`config.mk`:
```
export PLATFORM = sky130hd
export DESIGN_NAME = uart_keyword_command_decoder_top
export DESIGN_NICKNAME = d
export VERILOG_FILES = /design/src/rtl/core/ukcd_pkg.sv /design/src/rtl/core/uart_keyword_command_decoder_top.sv /design/src/rtl/core/ukcd_matcher.sv /design/src/rtl/core/ukcd_line_state.sv
export SDC_FILE = /design/constraint.sdc
export NUM_CORES = 1
export LEC_CHECK = 0
export ABC_AREA = 0
export BUFFER_PORTS_ARGS = -buffer_cell sky130_fd_sc_hd__buf_2
export CORE_MARGIN = 1.5
export CORE_UTILIZATION = 63
export DETAILED_ROUTE_END_ITERATION = 8
export GPL_TIMING_DRIVEN = 0
export PLACE_DENSITY = 0.82
export REMOVE_ABC_BUFFERS = 1
export SYNTH_ARGS = -nofsm -noshare
export SYNTH_HDL_FRONTEND = slang
export SYNTH_SLANG_ARGS = --single-unit
```
`constraint.sdc`:
```
create_clock -name clk -period 4.3 [get_ports clk]
set_input_delay 0.645 -clock clk [delete_from_list [all_inputs] [get_ports clk]]
set_output_delay 0.645 -clock clk [all_outputs]
set_load 0.01 [all_outputs]
```
`src/rtl/core/ukcd_pkg.sv`:
```
`timescale 1ns / 1ps
`default_nettype none
// ----------------------------------------------------------------------------
// ukcd_pkg
// Types, character codes and the keyword table of the keyword command decoder.
// ----------------------------------------------------------------------------
package ukcd_pkg;

	localparam int KeptLetters  = 10;
	localparam int KeywordCount = 27;

	localparam logic [7:0] CharBang = 8'h21;
	localparam logic [7:0] CharCr   = 8'h0d;
	localparam logic [7:0] CharLf   = 8'h0a;
	localparam logic [7:0] CharDel  = 8'h7f;
	localparam logic [7:0] CharBs   = 8'h08;
	localparam logic [7:0] CharA    = 8'h61;
	localparam logic [7:0] CharZ    = 8'h7a;

	typedef enum logic [1:0] {
		RegSplitCentral   = 2'd0,
		RegTransportGroup = 2'd1,
		RegHogpGroup      = 2'd2
	} reg_index_t;

	typedef enum logic [4:0] {
		CodeUnknown    = 5'd0,
		CodeReboot     = 5'd1,
		CodeBootPeriph = 5'd2,
		CodeBootloader = 5'd3,
		CodeNuke       = 5'd4,
		CodeBle        = 5'd5,
		CodeUsb        = 5'd6,
		CodeForget     = 5'd7,
		CodeProfiles   = 5'd8,
		CodePair       = 5'd9,
		CodeUnpair     = 5'd10,
		CodeScan       = 5'd11,
		CodeStatus     = 5'd12,
		CodeClearHosts = 5'd13,
		CodeClear      = 5'd14,
		CodeNvsClear   = 5'd15,
		CodeNvs        = 5'd16,
		CodeDebug      = 5'd17,
		CodeNoDebug    = 5'd18,
		CodeVersion    = 5'd19,
		CodeHelp       = 5'd20
	} cmd_code_t;

	typedef enum logic [1:0] {
		GroupAlways    = 2'd0,
		GroupSplit     = 2'd1,
		GroupTransport = 2'd2,
		GroupHogp      = 2'd3
	} group_t;

	typedef struct packed {
		logic split_central;
		logic transport_group;
		logic hogp_group;
	} cfg_t;

	typedef struct packed {
		logic      produce;
		cmd_code_t code;
		logic      debug;
	} line_result_t;

	typedef logic [KeptLetters-1:0][4:0] letters_t;

	typedef struct packed {
		logic [8*KeptLetters-1:0] word;
		logic [3:0]               len;
		cmd_code_t                code;
		group_t                   group;
	} keyword_t;

	localparam keyword_t Keywords [KeywordCount] = '{
		'{"reboot",     4'd6,  CodeReboot,     GroupAlways},
		'{"reset",      4'd5,  CodeReboot,     GroupAlways},
		'{"bootright",  4'd9,  CodeBootPeriph, GroupSplit},
		'{"bootperiph", 4'd10, CodeBootPeriph, GroupSplit},
		'{"boot",       4'd4,  CodeBootloader, GroupAlways},
		'{"flash",      4'd5,  CodeBootloader, GroupAlways},
		'{"dfu",        4'd3,  CodeBootloader, GroupAlways},
		'{"nuke",       4'd4,  CodeNuke,       GroupAlways},
		'{"ble",        4'd3,  CodeBle,        GroupTransport},
		'{"usb",        4'd3,  CodeUsb,        GroupTransport},
		'{"forget",     4'd6,  CodeForget,     GroupTransport},
		'{"profiles",   4'd8,  CodeProfiles,   GroupTransport},
		'{"prof",       4'd4,  CodeProfiles,   GroupTransport},
		'{"pair",       4'd4,  CodePair,       GroupHogp},
		'{"unpair",     4'd6,  CodeUnpair,     GroupHogp},
		'{"scan",       4'd4,  CodeScan,       GroupHogp},
		'{"hogp",       4'd4,  CodeStatus,     GroupHogp},
		'{"status",     4'd6,  CodeStatus,     GroupHogp},
		'{"clearhosts", 4'd10, CodeClearHosts, GroupHogp},
		'{"clear",      4'd5,  CodeClear,      GroupHogp},
		'{"nvsclear",   4'd8,  CodeNvsClear,   GroupHogp},
		'{"nvs",        4'd3,  CodeNvs,        GroupHogp},
		'{"debug",      4'd5,  CodeDebug,      GroupAlways},
		'{"nodebug",    4'd7,  CodeNoDebug,    GroupAlways},
		'{"version",    4'd7,  CodeVersion,    GroupAlways},
		'{"ver",        4'd3,  CodeVersion,    GroupAlways},
		'{"help",       4'd4,  CodeHelp,       GroupAlways}
	};

	// Letters are kept as the low five bits of their code, 1 for a through 26 for z.
	function automatic logic [4:0] kw_letter(input keyword_t kw, input int pos);
		int shift;
		shift = int'(kw.len) - 1 - pos;
		if (shift >= 0) begin
			return kw.word[8*shift +: 5];
		end
		return 5'd0;
	endfunction

endpackage
`default_nettype wire

```
`src/rtl/core/uart_keyword_command_decoder_top.sv`:
```
`timescale 1ns / 1ps
`default_nettype none
// ----------------------------------------------------------------------------
// uart_keyword_command_decoder_top
// Turns received serial bytes into command codes by keyword prefix match.
// ----------------------------------------------------------------------------
// One received byte is taken per word on the input channel, one per cycle.
// Each byte is registered, then decoded against the line state in the next
// cycle; a line end that closes a non-empty command places one word with the
// command code and the debug flag in the output register when the registered
// byte is decoded. The keyword compare and the line state update form one
// loop, so bytes may follow back to back; the input stalls only when a
// result is due while the output register still holds an untaken word.
// ----------------------------------------------------------------------------
module uart_keyword_command_decoder_top #(
	parameter int BUFFER_LENGTH = 32
) (
	input  logic       clk,
	input  logic       arst_n,
	input  logic       cfg_write_enable,
	input  logic [1:0] cfg_index,
	input  logic       cfg_data,
	input  logic       in_valid,
	output logic       in_stall,
	input  logic [7:0] rx_byte,
	output logic       out_valid,
	input  logic       out_stall,
	output logic [4:0] command_code,
	output logic       debug_enabled
);
	import ukcd_pkg::*;

	cfg_t         cfg_q;
	logic         valid_s1;
	logic [7:0]   rx_byte_s1;
	logic         out_valid_q;
	cmd_code_t    code_q;
	logic         debug_q;
	line_result_t res;
	logic         out_free;
	logic         s1_go;

	always_ff @(posedge clk or negedge arst_n) begin
		if (!arst_n) begin
			cfg_q.split_central   <= 1'b0;
			cfg_q.transport_group <= 1'b1;
			cfg_q.hogp_group      <= 1'b1;
		end else if (cfg_write_enable) begin
			unique case (cfg_index)
				RegSplitCentral:   cfg_q.split_central   <= cfg_data;
				RegTransportGroup: cfg_q.transport_group <= cfg_data;
				RegHogpGroup:      cfg_q.hogp_group      <= cfg_data;
				default: begin
				end
			endcase
		end
	end

	ukcd_line_state #(
		.BUFFER_LENGTH(BUFFER_LENGTH)
	) u_line_state (
		.clk    (clk),
		.arst_n (arst_n),
		.go     (s1_go),
		.rx_byte(rx_byte_s1),
		.cfg    (cfg_q),
		.result (res)
	);

	assign out_free = !out_valid_q || !out_stall;
	assign s1_go    = valid_s1 && (!res.produce || out_free);
	assign in_stall = valid_s1 && !s1_go;

	always_ff @(posedge clk or negedge arst_n) begin
		if (!arst_n) begin
			valid_s1    <= 1'b0;
			out_valid_q <= 1'b0;
		end else begin
			if (!in_stall) begin
				valid_s1 <= in_valid;
			end
			if (s1_go && res.produce) begin
				out_valid_q <= 1'b1;
			end else if (!out_stall) begin
				out_valid_q <= 1'b0;
			end
		end
	end

	always_ff @(posedge clk) begin
		if (in_valid && !in_stall) begin
			rx_byte_s1 <= rx_byte;
		end
		if (s1_go && res.produce) begin
			code_q  <= res.code;
			debug_q <= res.debug;
		end
	end

	assign out_valid     = out_valid_q;
	assign command_code  = code_q;
	assign debug_enabled = debug_q;

	a_result_loaded: assert property (@(posedge clk) disable iff (!arst_n)
		s1_go && res.produce |=> out_valid_q)
		else $error("decoded command did not reach the output register");

	a_no_overwrite: assert property (@(posedge clk) disable iff (!arst_n)
		out_valid_q && out_stall && valid_s1 && res.produce |-> in_stall && !s1_go)
		else $error("pending output word would be overwritten");

endmodule
`default_nettype wire

```
`src/rtl/core/ukcd_matcher.sv`:
```
`timescale 1ns / 1ps
`default_nettype none
// ----------------------------------------------------------------------------
// ukcd_matcher
// Prefix match of the kept letters against the keyword table in priority order.
// ----------------------------------------------------------------------------
module ukcd_matcher #(
	parameter int CountWidth = 5
) (
	input  ukcd_pkg::letters_t          letters,
	input  logic [CountWidth-1:0]       letter_count,
	input  ukcd_pkg::cfg_t              cfg,
	output ukcd_pkg::cmd_code_t         code
);
	import ukcd_pkg::*;

	logic [KeywordCount-1:0] hit;

	function automatic logic group_on(input group_t group, input cfg_t c);
		logic on;
		unique case (group)
			GroupAlways:    on = 1'b1;
			GroupSplit:     on = c.split_central;
			GroupTransport: on = c.transport_group;
			GroupHogp:      on = c.hogp_group;
		endcase
		return on;
	endfunction

	always_comb begin
		logic same;
		for (int k = 0; k < KeywordCount; k++) begin
			same = 1'b1;
			for (int i = 0; i < KeptLetters; i++) begin
				if (i < int'(Keywords[k].len)) begin
					if (letters[i] != kw_letter(Keywords[k], i)) begin
						same = 1'b0;
					end
				end
			end
			hit[k] = same && group_on(Keywords[k].group, cfg) &&
				(letter_count >= CountWidth'(Keywords[k].len));
		end
	end

	always_comb begin
		code = CodeUnknown;
		for (int k = KeywordCount - 1; k >= 0; k--) begin
			if (hit[k]) begin
				code = Keywords[k].code;
			end
		end
	end

endmodule
`default_nettype wire

```
`src/rtl/core/ukcd_line_state.sv`:
```
`timescale 1ns / 1ps
`default_nettype none
// ----------------------------------------------------------------------------
// ukcd_line_state
// Command state, letter count, kept letters and debug flag, updated per byte.
// ----------------------------------------------------------------------------
module ukcd_line_state #(
	parameter int BUFFER_LENGTH = 32
) (
	input  logic                   clk,
	input  logic                   arst_n,
	input  logic                   go,
	input  logic [7:0]             rx_byte,
	input  ukcd_pkg::cfg_t         cfg,
	output ukcd_pkg::line_result_t result
);
	import ukcd_pkg::*;

	localparam int CountWidth = $clog2(BUFFER_LENGTH);
	localparam logic [CountWidth-1:0] MaxCount = CountWidth'(BUFFER_LENGTH - 1);
	localparam logic [CountWidth-1:0] KeptCount = CountWidth'(KeptLetters);

	logic                  active_q;
	logic [CountWidth-1:0] count_q;
	logic                  debug_q;
	letters_t              letters_q;

	logic      is_bang;
	logic      is_eol;
	logic      is_letter;
	logic      is_erase;
	logic      produce;
	cmd_code_t code;
	logic      debug_next;

	assign is_bang   = (rx_byte == CharBang);
	assign is_eol    = (rx_byte == CharCr) || (rx_byte == CharLf);
	assign is_letter = (rx_byte >= CharA) && (rx_byte <= CharZ);
	assign is_erase  = (rx_byte == CharDel) || (rx_byte == CharBs);
	assign produce   = is_eol && active_q && (count_q != '0);

	ukcd_matcher #(
		.CountWidth(CountWidth)
	) u_matcher (
		.letters     (letters_q),
		.letter_count(count_q),
		.cfg         (cfg),
		.code        (code)
	);

	always_comb begin
		priority if (code == CodeDebug) begin
			debug_next = 1'b1;
		end else if (code == CodeNoDebug) begin
			debug_next = 1'b0;
		end else begin
			debug_next = debug_q;
		end
	end

	assign result.produce = produce;
	assign result.code    = code;
	assign result.debug   = debug_next;

	always_ff @(posedge clk or negedge arst_n) begin
		if (!arst_n) begin
			active_q <= 1'b0;
			count_q  <= '0;
			debug_q  <= 1'b0;
		end else if (go) begin
			priority if (is_bang) begin
				active_q <= 1'b1;
				count_q  <= '0;
			end else if (is_eol) begin
				active_q <= 1'b0;
				count_q  <= '0;
				if (produce) begin
					debug_q <= debug_next;
				end
			end else if (active_q) begin
				if (is_letter && (count_q < MaxCount)) begin
					count_q <= count_q + 1'b1;
				end else if (is_erase && (count_q != '0)) begin
					count_q <= count_q - 1'b1;
				end
			end
		end
	end

	always_ff @(posedge clk) begin
		if (go && active_q && !is_bang && !is_eol && is_letter &&
			(count_q < MaxCount) && (count_q < KeptCount)) begin
			letters_q[count_q[3:0]] <= rx_byte[4:0];
		end
	end

	a_bang_starts: assert property (@(posedge clk) disable iff (!arst_n)
		go && is_bang |=> active_q && (count_q == '0))
		else $error("start byte did not open an empty command");

	a_debug_only_on_line_end: assert property (@(posedge clk) disable iff (!arst_n)
		!$stable(debug_q) |-> $past(go && produce))
		else $error("debug flag changed without a completed command");

endmodule
`default_nettype wire
```
==> flow_summary.ini <==
[outcome]
status = finished, final reports clean

[synth]
syn_area_um2 = 4130
synth-edff-count = 64
syn_area_per_cell_um2 = 11.5
yosys_warnings = 0
syn_inst = 360
ys_top_cells_by_area = edfxtp_1 (47%), dfrtp_1 (6.1%), nand4b_1 (2.8%), nor4_1 (2.7%), nand2_1 (2.2%)
yosys.area.top_type_share_pct = 46.5
synth_top_cell_by_area = edfxtp_1
async_flop_share_pct = 15.8
synthDistinctLibCells = 61
synth_seq_cells = 76
synth_flop_cell = edfxtp_1
ys_seq_area_share_pct = 53.9

[sta]
maxSlewViolCount = 0
slew_headroom_pct = 28.9
hold_viol = 0
holdWs_ps = 148
rsz0062_at_grt = no
worstMarginPinSlew_ps = 1060
fin_worst_skew_ps = 17.7
fmax_mhz = 291
fin_crit_sh_pct = 79.9
period_needed_ps = 3430
setup_tns_ps = 0
finalSetupViolCount = 0

[floorplan]
core_um2 = 6350
die-area_um2 = 7050
die_h_um = 84.0
row_count = 29
io_pins = 24
initial_core_util_pct = 65.0
die_w_um = 84.0

[grt]
overflow = 0
grt_max_degree = 17
grtUsageTotal_pct = 35.0
grt_pass1_wl_um = 18300
antenna_found_initial = 0
grt_pass1_vias = 3340

[detailed_routing]
vias = 3422
dr.pass1.iters = 5
wl_um = 11900
routedWlPerCell_um = 25.4
viasPerCell = 7.31
antenna_left = 0
drc = 0
drtIter0Drc = 535

[critical_path]
cp_max_fo = 13
regToRegStartpoint = u_line_state.count_q[4]
slowest_delay_ps = 630
crit_chain = nor4_1 -> o211a_1 -> or3b_2 -> nor2_1 -> buf_2
end_kind = primary output
startpoint = rx_byte_s1[4]
critPathBufInv = 1
path_class = register to primary output
startpoint_type = register
cp.arrival_ps = 2790
cp_slowest_cell = edfxtp_1
crit_required_ps = 3650
critical-path-top-delay-family = simple AND/OR/NAND/NOR gates

[place]
dp.cells = 452
portBuffers = 23
place_hpwl_um = 8360
place_congestion = 0.997

[finish]
nets = 406
fill_cells = 424
n_antenna_cell = 0
multi_input_area_um2 = 1830
area_delta_synth_final_pct = 8.82
final_cells = 468
seqCellArea_um2 = 2220
drive_gt1_share_pct = 17.9
postLayoutCoreUtil_pct = 70.8

[clocking]
cts_buffers = 9
clkTransAtPathRegs_ps = 90
cts_resized = 0
insertion_delay_ps = 360
clk_path_buf_depth = 2
hold_buffers = 0
cts_root_buf = clkbuf_8
cts.sinks = 76
postCtsSetupRepairBufs = 0
htree_num_levels = 3
cts_tree = yes

[pwr]
p_sw_share_pct = 28.9
powerDensity_nw_per_um2 = 350
p_leak_nw = 1.54
switching_power_mw = 0.455
p_int_mw = 1.12
pwr-share-comb_pct = 10.9
pwr-share-clk_pct = 32.3
seq_power_share_pct = 56.8
ir_drop_mv = 0.482

[run]
cap_violations = 0

[worst_hold_path]
hold_path.class = primary input to async pin
[area by class of cell]
class                           count  area share, %
Clock buffer                        9           2.76
Clock inverter                      7           1.31
Inverter                           11          0.919
Multi-Input combinational cell    265           40.8
Sequential cell                    76           49.5
Tap cell                           77           2.14
Timing Repair Buffer               23           2.56
[path summary, 6_finish.rpt]
kind | to | slack (ps) | cells past startpoint
hold reg to reg | cfg_q[2] | 520 | 1
setup / recovery | in_stall | 870 | 5
max in group asynchronous | cfg_q[1] | 3880 | 1
hold / removal | u_line_state.count_q[0] | 150 | 1
setup reg to reg | u_line_state.letters_q[44] | 960 | 6
min in group clk | rx_byte_s1[4] | 450 | 1
[power groups by stage]
| stage | Combinational (mW) | Sequential (mW) | Clock (mW) |
|---|---|---|---|
| floorplan | 0.119 | 0.878 | 0 |
| global placement | 0.154 | 0.899 | 0 |
| detailed placement | 0.162 | 0.904 | 0 |
| CTS | 0.167 | 0.888 | 0.511 |
| global route | 0.187 | 0.896 | 0.536 |
| finish | 0.172 | 0.893 | 0.508 |
[state kept, by name, summed over array words and instances (netlist names)]
| register | flops |
|---|---|
| command_code | 5 |
| u_line_state.active_q | 1 |
| valid_s1 | 1 |
| u_line_state.count_q | 5 |
| out_valid | 1 |
| cfg_q | 3 |
| u_line_state.letters_q | 50 |
| debug_enabled | 1 |
| u_line_state.debug_q | 1 |
| rx_byte_s1 | 8 |
[layer usage]
metal	part of all wire (%)	wire, um	global-route usage [%]
met5	0	0	0
met4	4.1	482	15.8
met3	9.7	1160	7.02
met2	48	5760	58.1
met1	38	4480	44.6
[per-stage QoR]
stage | total power, mW | setup WS (ps) | area, um2
floorplan | 0.997 | 1550 | 4100
global placement | 1.05 | 1080 | 4310
detailed placement | 1.07 | 1030 | 4310
CTS | 1.57 | 903 | 4490
global route | 1.62 | 806 | 4490
finish | 1.57 | 866 | 4490
[placed cells by master, fill, tap and decap left out, types with 4 or more instances in the layout]
cell,n
edfxtp_1,64
nand2_1,24
buf_2,23
nor2_1,20
nor4_1,18
nand4b_1,13
or4_1,12
inv_1,11
nor3_1,11
nand3b_1,11
nand4_1,10
dfrtp_1,10
or2_2,9
or3_1,9
nand3_1,9
clkbuf_8,9
nand2b_1,8
or3b_2,8
nor3b_1,8
nor4b_1,7
a21oi_1,7
o21ai_0,5
nor2b_1,5
and2_1,5
and3b_1,4
and3_1,4
a21o_1,4
mux2_2,4
[worst reg2reg max path: stages, from the launching register on]
cell and delay [ps]:
dfrtp_1 530, or3_1 530, nor3_1 430, or3b_2 290, and3_1 230, nand3b_1 130, nor4_1 830
[kinds of logic after synthesis]
| group | share of synthesized area (%) |
|---|---|
| simple gates | 33.7 |
| fa+ha+maj | 1.39 |
| compound gates | 7.63 |
| buf+inv | 1.73 |
| flops | 53.9 |
| xor+xnor | 0.636 |
| mux | 1.09 |
[Yosys cell counts (all sizes together), types with 5 or more instances]
library cell	n
edfxtp	64
nand2	24
nor2	20
nor4	18
nand4b	13
or4	13
inv	11
nand3b	11
nor3	11
dfrtp	10
nand4	10
nand3	9
or2	9
or3	9
clkbuf	8
nand2b	8
nor3b	8
or3b	8
a21oi	7
nor4b	7
o21ai	6
and2	5
nor2b	5
No activity file was read; power rests on OpenSTA's default activity.
